## src/hdl/ictf_pkg.sv

```systemverilog
`timescale 1ns / 1ps

package ictf_pkg;

    localparam int CORDIC_STEPS_DEF = 16;
    localparam int ANGLE_BITS_DEF   = 16;

    localparam int MUL_W  = 25;
    localparam int PROD_W = 50;
    localparam int RAD_W  = 48;
    localparam int ROOT_W = 24;
    localparam int XY_W   = 28;

    typedef enum logic [2:0] {
        REG_ACC_WEIGHT   = 3'd0,
        REG_GYRO_SCALE   = 3'd1,
        REG_GYRO_BIAS_X  = 3'd2,
        REG_GYRO_BIAS_Y  = 3'd3,
        REG_ACC_OFFSET_X = 3'd4,
        REG_ACC_OFFSET_Y = 3'd5,
        REG_ACC_OFFSET_Z = 3'd6
    } cfg_reg_t;

    function automatic logic signed [15:0] sat16(input logic signed [63:0] v);
        logic signed [15:0] r;
        if (v > 64'sd32767) begin
            r = 16'sh7fff;
        end else if (v < -64'sd32768) begin
            r = 16'sh8000;
        end else begin
            r = v[15:0];
        end
        return r;
    endfunction

    // Accelerometer misalignment correction, Q2.14.
    function automatic logic signed [15:0] mat_coef(input logic [1:0] row,
                                                    input logic [1:0] col);
        logic signed [15:0] c;
        unique case ({row, col})
            4'b0000: c = -16'sd16579;
            4'b0001: c = 16'sd103;
            4'b0010: c = 16'sd62;
            4'b0100: c = 16'sd249;
            4'b0101: c = 16'sd16566;
            4'b0110: c = -16'sd59;
            4'b1000: c = -16'sd546;
            4'b1001: c = 16'sd709;
            4'b1010: c = 16'sd16051;
            default: c = 16'sd0;
        endcase
        return c;
    endfunction

    // Arctangent of 2^-i, rescaled from Q.30 to ab fractional bits.
    function automatic logic signed [63:0] atan_entry(input logic [4:0] i, input int ab);
        logic signed [63:0] q;
        logic signed [63:0] r;
        unique case (i)
            5'd0:  q = 64'sd843314857;
            5'd1:  q = 64'sd497837829;
            5'd2:  q = 64'sd263043837;
            5'd3:  q = 64'sd133525159;
            5'd4:  q = 64'sd67021687;
            5'd5:  q = 64'sd33543516;
            5'd6:  q = 64'sd16775851;
            5'd7:  q = 64'sd8388437;
            5'd8:  q = 64'sd4194283;
            5'd9:  q = 64'sd2097149;
            5'd10: q = 64'sd1048576;
            5'd11: q = 64'sd524288;
            5'd12: q = 64'sd262144;
            5'd13: q = 64'sd131072;
            5'd14: q = 64'sd65536;
            5'd15: q = 64'sd32768;
            5'd16: q = 64'sd16384;
            5'd17: q = 64'sd8192;
            5'd18: q = 64'sd4096;
            5'd19: q = 64'sd2048;
            5'd20: q = 64'sd1024;
            5'd21: q = 64'sd512;
            5'd22: q = 64'sd256;
            5'd23: q = 64'sd128;
            default: q = 64'sd0;
        endcase
        if (ab >= 30) begin
            r = q <<< (ab - 30);
        end else begin
            r = (q + (64'sd1 <<< (29 - ab))) >>> (30 - ab);
        end
        return r;
    endfunction

endpackage

```

## src/hdl/ictf_isqrt.sv

```systemverilog
`timescale 1ns / 1ps

module ictf_isqrt (
    input  logic                       clk,
    input  logic                       rst_n,
    input  logic                       start,
    input  logic [ictf_pkg::RAD_W-1:0] n_in,
    output logic                       done,
    output logic [ictf_pkg::ROOT_W-1:0] root
);
    import ictf_pkg::*;

    logic [RAD_W-1:0] rem_reg;
    logic [RAD_W-1:0] res_reg;
    logic [RAD_W-1:0] bit_reg;
    logic             busy_reg;
    logic             done_reg;
    logic [RAD_W:0]   trial;

    assign trial = {1'b0, res_reg} + {1'b0, bit_reg};

    always_ff @(posedge clk or negedge rst_n)
    begin
        if (!rst_n)
        begin
            busy_reg <= 1'b0;
            done_reg <= 1'b0;
            rem_reg  <= '0;
            res_reg  <= '0;
            bit_reg  <= '0;
        end
        else
        begin
            done_reg <= 1'b0;
            if (start)
            begin
                rem_reg  <= n_in;
                res_reg  <= '0;
                bit_reg  <= RAD_W'(1) << (RAD_W - 2);
                busy_reg <= 1'b1;
            end
            else if (busy_reg)
            begin
                if ({1'b0, rem_reg} >= trial)
                begin
                    rem_reg <= rem_reg - trial[RAD_W-1:0];
                    res_reg <= (res_reg >> 1) + bit_reg;
                end
                else
                begin
                    res_reg <= res_reg >> 1;
                end
                bit_reg <= bit_reg >> 2;
                if (bit_reg == RAD_W'(1))
                begin
                    busy_reg <= 1'b0;
                    done_reg <= 1'b1;
                end
            end
        end
    end

    assign done = done_reg;
    assign root = res_reg[ROOT_W-1:0];

endmodule

```

## src/hdl/ictf_cordic.sv

```systemverilog
`timescale 1ns / 1ps

module ictf_cordic #(
    parameter int STEPS      = ictf_pkg::CORDIC_STEPS_DEF,
    parameter int ANGLE_BITS = ictf_pkg::ANGLE_BITS_DEF
) (
    input  logic                        clk,
    input  logic                        rst_n,
    input  logic                        start,
    input  logic [ictf_pkg::ROOT_W-1:0] x_in,
    input  logic signed [15:0]          a_in,
    output logic                        done,
    output logic signed [15:0]          angle
);
    import ictf_pkg::*;

    localparam int ZW = ANGLE_BITS + 3;
    localparam int IW = $clog2(STEPS);

    logic signed [XY_W-1:0] x_reg;
    logic signed [XY_W-1:0] y_reg;
    logic signed [ZW-1:0]   z_reg;
    logic [IW-1:0]          i_reg;
    logic                   busy_reg;
    logic                   done_reg;
    logic signed [XY_W-1:0] dx;
    logic signed [XY_W-1:0] dy;
    logic signed [63:0]     t_full;
    logic signed [ZW-1:0]   t;
    logic signed [63:0]     z_wide;
    logic signed [63:0]     z_scaled;

    assign dx     = y_reg >>> i_reg;
    assign dy     = x_reg >>> i_reg;
    assign t_full = atan_entry(5'(i_reg), ANGLE_BITS);
    assign t      = t_full[ZW-1:0];
    assign z_wide = 64'(z_reg);

    generate
        if (ANGLE_BITS > 13)
        begin : g_round
            assign z_scaled = (z_wide + (64'sd1 <<< (ANGLE_BITS - 14))) >>> (ANGLE_BITS - 13);
        end
        else
        begin : g_widen
            assign z_scaled = z_wide <<< (13 - ANGLE_BITS);
        end
    endgenerate

    always_ff @(posedge clk or negedge rst_n)
    begin
        if (!rst_n)
        begin
            busy_reg <= 1'b0;
            done_reg <= 1'b0;
            i_reg    <= '0;
            x_reg    <= '0;
            y_reg    <= '0;
            z_reg    <= '0;
        end
        else
        begin
            done_reg <= 1'b0;
            if (start)
            begin
                x_reg <= signed'({{(XY_W-ROOT_W){1'b0}}, x_in});
                y_reg <= signed'({{(XY_W-24){a_in[15]}}, a_in, 8'h00});
                z_reg <= '0;
                i_reg <= '0;
                // A zero vector finishes at once with a zero angle.
                if (x_in == '0 && a_in == 16'sd0)
                begin
                    done_reg <= 1'b1;
                end
                else
                begin
                    busy_reg <= 1'b1;
                end
            end
            else if (busy_reg)
            begin
                if (!y_reg[XY_W-1])
                begin
                    x_reg <= x_reg + dx;
                    y_reg <= y_reg - dy;
                    z_reg <= z_reg + t;
                end
                else
                begin
                    x_reg <= x_reg - dx;
                    y_reg <= y_reg + dy;
                    z_reg <= z_reg - t;
                end
                i_reg <= i_reg + 1'b1;
                if (i_reg == IW'(STEPS - 1))
                begin
                    busy_reg <= 1'b0;
                    done_reg <= 1'b1;
                end
            end
        end
    end

    assign done  = done_reg;
    assign angle = sat16(z_scaled);

endmodule

```

## src/hdl/imu_complementary_tilt_filter.sv

```systemverilog
`timescale 1ns / 1ps

// Complementary tilt filter for roll and pitch.
// Input channel (in_valid/in_ready) takes one accelerometer triple and one gyro
// x/y pair per transfer; a fresh flag of 0 reuses the sample held from before.
// Output channel (out_valid/out_ready) returns one result per input transfer:
// fused, accelerometer-only and gyro-propagated angles plus calibrated accel.
// The configuration channel (cfg_valid/cfg_ready, cfg_index, cfg_data) is
// always ready and should be written only while the filter is idle.
// One shared multiplier does the correction matrix, squares, gyro scaling and
// blending; an iterative square root and an iterative CORDIC unit follow it.
// Most of the time per item goes to the two square roots of 24 steps each
// and the two CORDIC runs. in_ready rises again once the result is registered,
// so a new item is taken only when the last one has left the sequencer.
// If the receiver stalls, the result waits in the output register
// while the next item is taken and computed; that item then holds until the
// output register is free. Reset restores the default configuration and clears
// the held samples and the previous fused angles.

module imu_complementary_tilt_filter #(
    parameter int CORDIC_STEPS = ictf_pkg::CORDIC_STEPS_DEF,
    parameter int ANGLE_BITS   = ictf_pkg::ANGLE_BITS_DEF
) (
    input  logic               clk,
    input  logic               rst_n,
    input  logic               cfg_valid,
    output logic               cfg_ready,
    input  logic [2:0]         cfg_index,
    input  logic [23:0]        cfg_data,
    input  logic               in_valid,
    output logic               in_ready,
    input  logic signed [15:0] acc_x,
    input  logic signed [15:0] acc_y,
    input  logic signed [15:0] acc_z,
    input  logic               acc_fresh,
    input  logic signed [23:0] gyro_x,
    input  logic signed [23:0] gyro_y,
    input  logic               gyro_fresh,
    output logic               out_valid,
    input  logic               out_ready,
    output logic signed [15:0] fused_roll,
    output logic signed [15:0] fused_pitch,
    output logic signed [15:0] acc_roll,
    output logic signed [15:0] acc_pitch,
    output logic signed [15:0] gyro_roll,
    output logic signed [15:0] gyro_pitch,
    output logic signed [15:0] cal_acc_x,
    output logic signed [15:0] cal_acc_y,
    output logic signed [15:0] cal_acc_z
);
    import ictf_pkg::*;

    typedef enum logic [3:0] {
        S_IDLE,
        S_MAT_MUL,
        S_MAT_ACC,
        S_SQ_B,
        S_SQ_C,
        S_SQ_SUM,
        S_SQRT,
        S_CORDIC,
        S_GYRO_MUL,
        S_GYRO_ADD,
        S_FUSE_A,
        S_FUSE_G,
        S_FUSE_SUM,
        S_DONE
    } state_t;

    state_t state_reg;

    logic [15:0]        acc_weight_reg;
    logic [23:0]        gyro_scale_reg;
    logic signed [23:0] gyro_bias_x_reg;
    logic signed [23:0] gyro_bias_y_reg;
    logic signed [15:0] acc_offset_x_reg;
    logic signed [15:0] acc_offset_y_reg;
    logic signed [15:0] acc_offset_z_reg;

    logic signed [15:0] held_acc_x_reg;
    logic signed [15:0] held_acc_y_reg;
    logic signed [15:0] held_acc_z_reg;
    logic signed [23:0] held_gyro_x_reg;
    logic signed [23:0] held_gyro_y_reg;
    logic signed [15:0] prev_fused_roll_reg;
    logic signed [15:0] prev_fused_pitch_reg;

    logic [1:0]          row_reg;
    logic [1:0]          col_reg;
    logic                sel_reg;
    logic signed [PROD_W-1:0] prod_reg;
    logic signed [PROD_W-1:0] acc_reg;
    logic signed [15:0]  cal_reg [3];
    logic signed [15:0]  acc_ang_reg [2];
    logic signed [15:0]  gyro_ang_reg [2];
    logic signed [15:0]  fused_reg [2];

    logic                out_valid_reg;
    logic signed [15:0]  fused_roll_reg;
    logic signed [15:0]  fused_pitch_reg;
    logic signed [15:0]  acc_roll_reg;
    logic signed [15:0]  acc_pitch_reg;
    logic signed [15:0]  gyro_roll_reg;
    logic signed [15:0]  gyro_pitch_reg;
    logic signed [15:0]  cal_acc_x_reg;
    logic signed [15:0]  cal_acc_y_reg;
    logic signed [15:0]  cal_acc_z_reg;

    logic signed [16:0]       z_val [3];
    logic signed [MUL_W-1:0]  mul_a;
    logic signed [MUL_W-1:0]  mul_b;
    logic signed [PROD_W-1:0] acc_next;
    logic signed [PROD_W-1:0] mat_round;
    logic signed [24:0]       gyro_diff;
    logic signed [15:0]       prev_sel;
    logic signed [63:0]       gyro_sum;
    logic signed [PROD_W-1:0] fuse_round;
    logic [16:0]              w_comp;
    logic signed [15:0]       tilt_a;
    logic signed [15:0]       tilt_b;
    logic signed [15:0]       tilt_c;
    logic [RAD_W-1:0]         sq_n;
    logic                     sq_start;
    logic                     sq_done;
    logic [ROOT_W-1:0]        sq_root;
    logic                     cd_start;
    logic                     cd_done;
    logic signed [15:0]       cd_angle;
    logic                     in_xfer;
    logic                     out_load;

    assign cfg_ready = 1'b1;
    assign in_ready  = (state_reg == S_IDLE);
    assign in_xfer   = in_valid && in_ready;
    assign out_load  = (state_reg == S_DONE) && (!out_valid_reg || out_ready);

    assign z_val[0] = {held_acc_x_reg[15], held_acc_x_reg}
                    + {acc_offset_x_reg[15], acc_offset_x_reg};
    assign z_val[1] = {held_acc_y_reg[15], held_acc_y_reg}
                    + {acc_offset_y_reg[15], acc_offset_y_reg};
    assign z_val[2] = {held_acc_z_reg[15], held_acc_z_reg}
                    + {acc_offset_z_reg[15], acc_offset_z_reg};

    // Roll pass uses (cy, cx), pitch pass uses (cx, cy); cz is common.
    assign tilt_a = sel_reg ? cal_reg[0] : cal_reg[1];
    assign tilt_b = sel_reg ? cal_reg[1] : cal_reg[0];
    assign tilt_c = cal_reg[2];

    assign gyro_diff = sel_reg ?
        ({held_gyro_y_reg[23], held_gyro_y_reg} - {gyro_bias_y_reg[23], gyro_bias_y_reg}) :
        ({held_gyro_x_reg[23], held_gyro_x_reg} - {gyro_bias_x_reg[23], gyro_bias_x_reg});
    assign prev_sel = sel_reg ? prev_fused_pitch_reg : prev_fused_roll_reg;
    assign w_comp   = 17'h10000 - {1'b0, acc_weight_reg};

    always_comb
    begin
        mul_a = '0;
        mul_b = '0;
        unique case (state_reg)
            S_MAT_MUL:
            begin
                mul_a = MUL_W'(z_val[col_reg]);
                mul_b = MUL_W'(mat_coef(row_reg, col_reg));
            end
            S_SQ_B:
            begin
                mul_a = MUL_W'(tilt_b);
                mul_b = MUL_W'(tilt_b);
            end
            S_SQ_C:
            begin
                mul_a = MUL_W'(tilt_c);
                mul_b = MUL_W'(tilt_c);
            end
            S_GYRO_MUL:
            begin
                mul_a = gyro_diff;
                mul_b = signed'({1'b0, gyro_scale_reg});
            end
            S_FUSE_A:
            begin
                mul_a = signed'({9'b0, acc_weight_reg});
                mul_b = MUL_W'(acc_ang_reg[sel_reg]);
            end
            S_FUSE_G:
            begin
                mul_a = signed'({8'b0, w_comp});
                mul_b = MUL_W'(gyro_ang_reg[sel_reg]);
            end
            default:
            begin
            end
        endcase
    end

    assign acc_next   = acc_reg + prod_reg;
    assign mat_round  = (acc_next + PROD_W'(8192)) >>> 14;
    assign gyro_sum   = 64'(prev_sel) + ((64'(prod_reg) + 64'sd1073741824) >>> 31);
    assign fuse_round = (acc_reg + prod_reg + PROD_W'(32768)) >>> 16;

    assign sq_n     = {acc_next[31:0], 16'h0000};
    assign sq_start = (state_reg == S_SQ_SUM);
    assign cd_start = (state_reg == S_SQRT) && sq_done;

    ictf_isqrt u_isqrt (
        .clk   (clk),
        .rst_n (rst_n),
        .start (sq_start),
        .n_in  (sq_n),
        .done  (sq_done),
        .root  (sq_root)
    );

    ictf_cordic #(
        .STEPS      (CORDIC_STEPS),
        .ANGLE_BITS (ANGLE_BITS)
    ) u_cordic (
        .clk   (clk),
        .rst_n (rst_n),
        .start (cd_start),
        .x_in  (sq_root),
        .a_in  (tilt_a),
        .done  (cd_done),
        .angle (cd_angle)
    );

    always_ff @(posedge clk or negedge rst_n)
    begin
        if (!rst_n)
        begin
            acc_weight_reg   <= 16'd655;
            gyro_scale_reg   <= 24'd98642;
            gyro_bias_x_reg  <= 24'sd4550;
            gyro_bias_y_reg  <= 24'sd95;
            acc_offset_x_reg <= 16'sd435;
            acc_offset_y_reg <= -16'sd67;
            acc_offset_z_reg <= 16'sd351;
        end
        else if (cfg_valid && cfg_ready)
        begin
            case (cfg_index)
                REG_ACC_WEIGHT:   acc_weight_reg   <= cfg_data[15:0];
                REG_GYRO_SCALE:   gyro_scale_reg   <= cfg_data;
                REG_GYRO_BIAS_X:  gyro_bias_x_reg  <= signed'(cfg_data);
                REG_GYRO_BIAS_Y:  gyro_bias_y_reg  <= signed'(cfg_data);
                REG_ACC_OFFSET_X: acc_offset_x_reg <= signed'(cfg_data[15:0]);
                REG_ACC_OFFSET_Y: acc_offset_y_reg <= signed'(cfg_data[15:0]);
                REG_ACC_OFFSET_Z: acc_offset_z_reg <= signed'(cfg_data[15:0]);
                default:
                begin
                end
            endcase
        end
    end

    always_ff @(posedge clk or negedge rst_n)
    begin
        if (!rst_n)
        begin
            state_reg            <= S_IDLE;
            held_acc_x_reg       <= '0;
            held_acc_y_reg       <= '0;
            held_acc_z_reg       <= '0;
            held_gyro_x_reg      <= '0;
            held_gyro_y_reg      <= '0;
            prev_fused_roll_reg  <= '0;
            prev_fused_pitch_reg <= '0;
            row_reg              <= '0;
            col_reg              <= '0;
            sel_reg              <= 1'b0;
            prod_reg             <= '0;
            acc_reg              <= '0;
            cal_reg              <= '{default: '0};
            acc_ang_reg          <= '{default: '0};
            gyro_ang_reg         <= '{default: '0};
            fused_reg            <= '{default: '0};
            out_valid_reg        <= 1'b0;
            fused_roll_reg       <= '0;
            fused_pitch_reg      <= '0;
            acc_roll_reg         <= '0;
            acc_pitch_reg        <= '0;
            gyro_roll_reg        <= '0;
            gyro_pitch_reg       <= '0;
            cal_acc_x_reg        <= '0;
            cal_acc_y_reg        <= '0;
            cal_acc_z_reg        <= '0;
        end
        else
        begin
            prod_reg <= mul_a * mul_b;
            if (out_valid_reg && out_ready && !out_load)
            begin
                out_valid_reg <= 1'b0;
            end

            unique case (state_reg)
                S_IDLE:
                begin
                    if (in_xfer)
                    begin
                        if (acc_fresh)
                        begin
                            held_acc_x_reg <= acc_x;
                            held_acc_y_reg <= acc_y;
                            held_acc_z_reg <= acc_z;
                        end
                        if (gyro_fresh)
                        begin
                            held_gyro_x_reg <= gyro_x;
                            held_gyro_y_reg <= gyro_y;
                        end
                        row_reg   <= '0;
                        col_reg   <= '0;
                        sel_reg   <= 1'b0;
                        acc_reg   <= '0;
                        state_reg <= S_MAT_MUL;
                    end
                end
                S_MAT_MUL:
                begin
                    state_reg <= S_MAT_ACC;
                end
                S_MAT_ACC:
                begin
                    if (col_reg == 2'd2)
                    begin
                        cal_reg[row_reg] <= sat16(64'(mat_round));
                        acc_reg          <= '0;
                        col_reg          <= '0;
                        if (row_reg == 2'd2)
                        begin
                            state_reg <= S_SQ_B;
                        end
                        else
                        begin
                            row_reg   <= row_reg + 2'd1;
                            state_reg <= S_MAT_MUL;
                        end
                    end
                    else
                    begin
                        acc_reg   <= acc_next;
                        col_reg   <= col_reg + 2'd1;
                        state_reg <= S_MAT_MUL;
                    end
                end
                S_SQ_B:
                begin
                    acc_reg   <= '0;
                    state_reg <= S_SQ_C;
                end
                S_SQ_C:
                begin
                    acc_reg   <= prod_reg;
                    state_reg <= S_SQ_SUM;
                end
                S_SQ_SUM:
                begin
                    state_reg <= S_SQRT;
                end
                S_SQRT:
                begin
                    if (sq_done)
                    begin
                        state_reg <= S_CORDIC;
                    end
                end
                S_CORDIC:
                begin
                    if (cd_done)
                    begin
                        acc_ang_reg[sel_reg] <= cd_angle;
                        sel_reg              <= !sel_reg;
                        acc_reg              <= '0;
                        state_reg            <= sel_reg ? S_GYRO_MUL : S_SQ_B;
                    end
                end
                S_GYRO_MUL:
                begin
                    state_reg <= S_GYRO_ADD;
                end
                S_GYRO_ADD:
                begin
                    gyro_ang_reg[sel_reg] <= sat16(gyro_sum);
                    sel_reg               <= !sel_reg;
                    state_reg             <= sel_reg ? S_FUSE_A : S_GYRO_MUL;
                end
                S_FUSE_A:
                begin
                    state_reg <= S_FUSE_G;
                end
                S_FUSE_G:
                begin
                    acc_reg   <= prod_reg;
                    state_reg <= S_FUSE_SUM;
                end
                S_FUSE_SUM:
                begin
                    fused_reg[sel_reg] <= sat16(64'(fuse_round));
                    if (sel_reg)
                    begin
                        prev_fused_pitch_reg <= sat16(64'(fuse_round));
                        state_reg            <= S_DONE;
                    end
                    else
                    begin
                        prev_fused_roll_reg <= sat16(64'(fuse_round));
                        state_reg           <= S_FUSE_A;
                    end
                    sel_reg <= !sel_reg;
                end
                S_DONE:
                begin
                    if (out_load)
                    begin
                        out_valid_reg   <= 1'b1;
                        fused_roll_reg  <= fused_reg[0];
                        fused_pitch_reg <= fused_reg[1];
                        acc_roll_reg    <= acc_ang_reg[0];
                        acc_pitch_reg   <= acc_ang_reg[1];
                        gyro_roll_reg   <= gyro_ang_reg[0];
                        gyro_pitch_reg  <= gyro_ang_reg[1];
                        cal_acc_x_reg   <= cal_reg[0];
                        cal_acc_y_reg   <= cal_reg[1];
                        cal_acc_z_reg   <= cal_reg[2];
                        state_reg       <= S_IDLE;
                    end
                end
                default:
                begin
                    state_reg <= S_IDLE;
                end
            endcase
        end
    end

    assign out_valid   = out_valid_reg;
    assign fused_roll  = fused_roll_reg;
    assign fused_pitch = fused_pitch_reg;
    assign acc_roll    = acc_roll_reg;
    assign acc_pitch   = acc_pitch_reg;
    assign gyro_roll   = gyro_roll_reg;
    assign gyro_pitch  = gyro_pitch_reg;
    assign cal_acc_x   = cal_acc_x_reg;
    assign cal_acc_y   = cal_acc_y_reg;
    assign cal_acc_z   = cal_acc_z_reg;

    a_start_busy: assert property (@(posedge clk) disable iff (!rst_n)
        in_xfer |=> (state_reg == S_MAT_MUL))
        else $error("Sequencer did not start after an input transfer.");

    a_sqrt_done: assert property (@(posedge clk) disable iff (!rst_n)
        sq_done |-> (state_reg == S_SQRT))
        else $error("Square root finished outside its wait state.");

    a_cordic_done: assert property (@(posedge clk) disable iff (!rst_n)
        cd_done |-> (state_reg == S_CORDIC))
        else $error("CORDIC finished outside its wait state.");

    a_hold_result: assert property (@(posedge clk) disable iff (!rst_n)
        (state_reg == S_DONE && out_valid_reg && !out_ready) |=> (state_reg == S_DONE))
        else $error("New result overwrote a result still waiting for transfer.");

endmodule

```

## config.mk

```make
export PLATFORM = sky130hd
export DESIGN_NAME = imu_complementary_tilt_filter
export DESIGN_NICKNAME = d
export VERILOG_FILES = /design/src/hdl/ictf_pkg.sv /design/src/hdl/ictf_isqrt.sv /design/src/hdl/ictf_cordic.sv /design/src/hdl/imu_complementary_tilt_filter.sv
export SDC_FILE = /design/constraint.sdc
export NUM_CORES = 2
export LEC_CHECK = 0
export BUFFER_PORTS_ARGS = -buffer_cell sky130_fd_sc_hd__buf_4
export CORE_UTILIZATION = 55
export DETAILED_ROUTE_END_ITERATION = 12
export PLACE_DENSITY = 0.72
export REMOVE_ABC_BUFFERS = 1
export SLEW_MARGIN = 25
export SYNTH_ARGS = -nofsm -noshare
export SYNTH_HDL_FRONTEND = slang
export SYNTH_SLANG_ARGS = --single-unit
export TNS_END_PERCENT = 50
```

## constraint.sdc

```tcl
create_clock -name clk -period 28.6 [get_ports clk]
set_clock_uncertainty 0.05 [all_clocks]
set_input_delay 1.43 -clock clk [delete_from_list [all_inputs] [get_ports clk]]
set_output_delay 1.43 -clock clk [all_outputs]
set_load 0.05 [all_outputs]
```

==> summary.md <==
| Metric | Value |
|---|---|
| Outcome | complete, no violations |
| Critical path's slowest cell | a221o_1 |
| Post-Layout Inst Area | 0.0889 mm^2 |
| Gates resized, CTS repair | 0 |
| Width of the die | 386 um |
| Part of the total power dissipated in the clock network | 14.8% |
| Total I/O pin count | 277 |
| Flops & latches, synth | 833 |
| Crit start category | register |
| Largest driver fanout on the critical path | 12 |
| Largest net degree at the start of global routing | 103 |
| Initial DRC count | 5940 |
| Overall fraction of global-route tracks in use | 35.1% |
| Mean post-synth cell area | 9.09 um^2 |
| Leading area contributor after synthesis | dfrtp_1 |
| CTS tree | yes |
| Top cell types by occurrence after synthesis | 995 x inv_1, 914 x nand2_1, 782 x dfrtp_1 |
| Leakage power of the design | 43.0 nW |
| Inserted Clock Buffers | 98 |
| Arrival @ worst endpoint | 13.01 ns |
| Total number of placement rows | 140 |
| Least-Margin Pin Slew | 1.19 ns |
| Final period util | 43.4% |
| Count of max-cap constraint violations | 0 |
| Number of different library cells in the post-synthesis netlist | 111 |
| Leading post-synthesis cells by cell area | dfrtp_1 24%, fa_1 17%, ha_1 7.7%, mux2_2 6.1%, inv_1 4.6% |
| Setup repair after global routing missed its margin | no |
| Crit Path Category | reg -> reg |
| Internal cell power | 4.81 mW |
| Overflow left after global routing | 0 |
| Die outline area | 0.149 mm^2 |
| Most frequent cell after synthesis | inv_1 |
| Net count of the finished layout | 10300 |
| Die H | 386 um |
| Share of power burned in registers | 19.8% |
| H-Tree Level Count | 3 |
| Max Freq | 80.6 MHz |
| Data required time of the critical path | 29.20 ns |
| CP peak stage delay | 0.74 ns |
| Final worst setup slack | 16.19 ns |
| Antenna violations before repair | 11 |
| Number of clock sinks | 833 |
| Largest buffer count on any clock path | 3 |
| Via density | 6.15 |
| Number of flops mapped to enable cells by yosys | 0 |
| Number of instances in the synthesized netlist | 8927 |
| Insertion delay of the later-clocked pin in the worst-skew pair | 0.74 ns |
| Final number of hold-violating endpoints | 0 |
| Via count | 67800 |
| Relative max-transition margin | 18.5% |
| Routability congestion estimate | 1.01 |
| WL per Instance | 23.5 um |
| Instance area after placement | 0.0851 mm^2 |
| Setup Slack @ Placement | 16.38 ns |
| Root Buffer Master | clkbuf_16 |
| Sequential cell area fraction in the yosys report | 25.8% |
| Synth async-reset ratio | 100% |
| Share of total power consumed by net switching | 50.1% |
| Final-report max-slew violation count | 0 |
| Yosys synthesis warning count | 0 |
| Most frequent CP cell | fa_1 |
| First-pass GRT wire length | 400 mm |
| Detailed placement HPWL | 203 mm |
| Minimum clock period after layout | 12.41 ns |
| Worst vdd rail ir drop | 91.5 uV |
| Switch Pwr | 4.82 mW |
| Number of global-route vias before repair | 68300 |
| Area share of the largest cell type after synthesis | 24.1% |
| Worst-case hold slack | 0.450 ns |
| Total Neg Setup Slack | 0 ns |
| Setup-failing EPs final | 0 |
| Worst min path class | reg -> reg |
| Summed instance area of the synthesized netlist | 0.0811 mm^2 |
| Predominant post-synthesis flop cell | dfrtp_1 |
| Number of buffers added on ports | 275 |
| Final routed wirelength across all metal layers | 260 mm |
| Clock transition at the registers of the reported paths | 0.07 ns |
| 1st-pass router iterations | 7 |
| Layout cell share with drive strength beyond 1 | 13.7% |
| Power share of the combinational group | 65.4% |
| Effective utilization at floorplan | 55.5% |
| Setup Buffers After CTS | 0 |
| Critical Path Sink Type | register |
| Number of hold-repair buffers added at the cts stage | 0 |
| Placeable Area | 0.146 mm^2 |
| DRC violations left | 0 |
| Total power per unit cell area | 108 mW/mm^2 |
| ANT nets after route | 0 |
| Area growth, synth to finish | 9.56% |
## cell usage in the layout (no fill, tap or decap), types with 168 or more instances in the layout
cell type / n
inv_1: 994
nand2_1: 911
nor2_1: 776
dfrtp_1: 774
fa_1: 668
ha_1: 498
a21oi_1: 486
o21ai_0: 447
mux2_2: 437
buf_4: 409
xnor2_1: 299
xor2_1: 195
nand3_1: 168
## path summary, 6_finish.rpt
check                                         from           endpoint  slack, ns  cells past startpoint
worst max-delay path            gyro_bias_x_reg[0]       prod_reg[48]      16.19                     42
max in group asynchronous                    rst_n       prod_reg[45]      23.85                      5
worst min register to register     acc_ang_reg[17]    acc_ang_reg[17]       0.45                      2
min in group asynchronous                    rst_n  u_cordic.y_reg[1]       0.65                      1
worst min-delay path               acc_ang_reg[17]    acc_ang_reg[17]       0.45                      2
worst max register to register  gyro_bias_x_reg[0]       prod_reg[48]      16.19                     42
## worst max-delay path: cells and delay by family (launching register included)
kind                     cells  cell delay (ns)
flip-flops                   1             0.38
AND/OR/NAND/NOR              4             0.47
adder cells (fa/ha/maj)     10             4.56
AO/OA/AOI/OAI               21             6.24
XOR/XNOR                     2             0.36
buffers and inverters        5             0.24
## stage by stage
stage | instances | util (%) | total power [mW]
2_1_floorplan | 8508 | - | 6.24
3_3_place_gp | 10800 | 58.3 | 7.94
3_5_place_dp | 10800 | 58.3 | 8.05
4_1_cts | 11000 | 60.8 | 9.53
5_1_grt | 11000 | 60.8 | 10.3
6_report | 11000 | 60.8 | 9.63
## cell families after synthesis
| logic type | count (synthesis) | share of synthesized area (%) |
|---|---|---|
| and+or+nand+nor | 2580 | 14.5 |
| other | 1 | 0.00462 |
| AOI/OAI and AO/OA | 1797 | 14.3 |
| buffers and inverters | 1420 | 6.61 |
| xor gates and xnor gates | 495 | 5.35 |
| DFF | 833 | 25.8 |
| adders and majority gates | 1167 | 24.2 |
| muxes | 634 | 9.28 |
## power groups by stage
stage | Combinational, mW | Sequential, mW | Clock [mW]
floorplan | 4.30 | 1.93 | 0
global placement | 6.04 | 1.90 | 0
detailed placement | 6.14 | 1.91 | 0
CTS | 6.19 | 1.90 | 1.44
global route | 6.85 | 1.95 | 1.49
finish | 6.29 | 1.91 | 1.42
## layout make-up
cell class	instances	area [um^2]
inverter	1001	3760
antenna	3	7.51
sequential	833	20900
timing repair buffer	413	3120
multi-input combinational	6674	55000
fill	12500	57200
tap	1917	2400
clock buffer	128	2740
clock inverter	55	921
## metal layers
layer / up-vias / routed length, um / track usage (%)
met2: 2893 / 118000 / 55.7
li1: 30600 / - / -
met4: 12 / 14600 / 17.9
met3: 685 / 23100 / 7.24
met5: - / 113 / 0
met1: 33600 / 103000 / 45.3
Note: power is estimated with default switching activity, not from simulation.
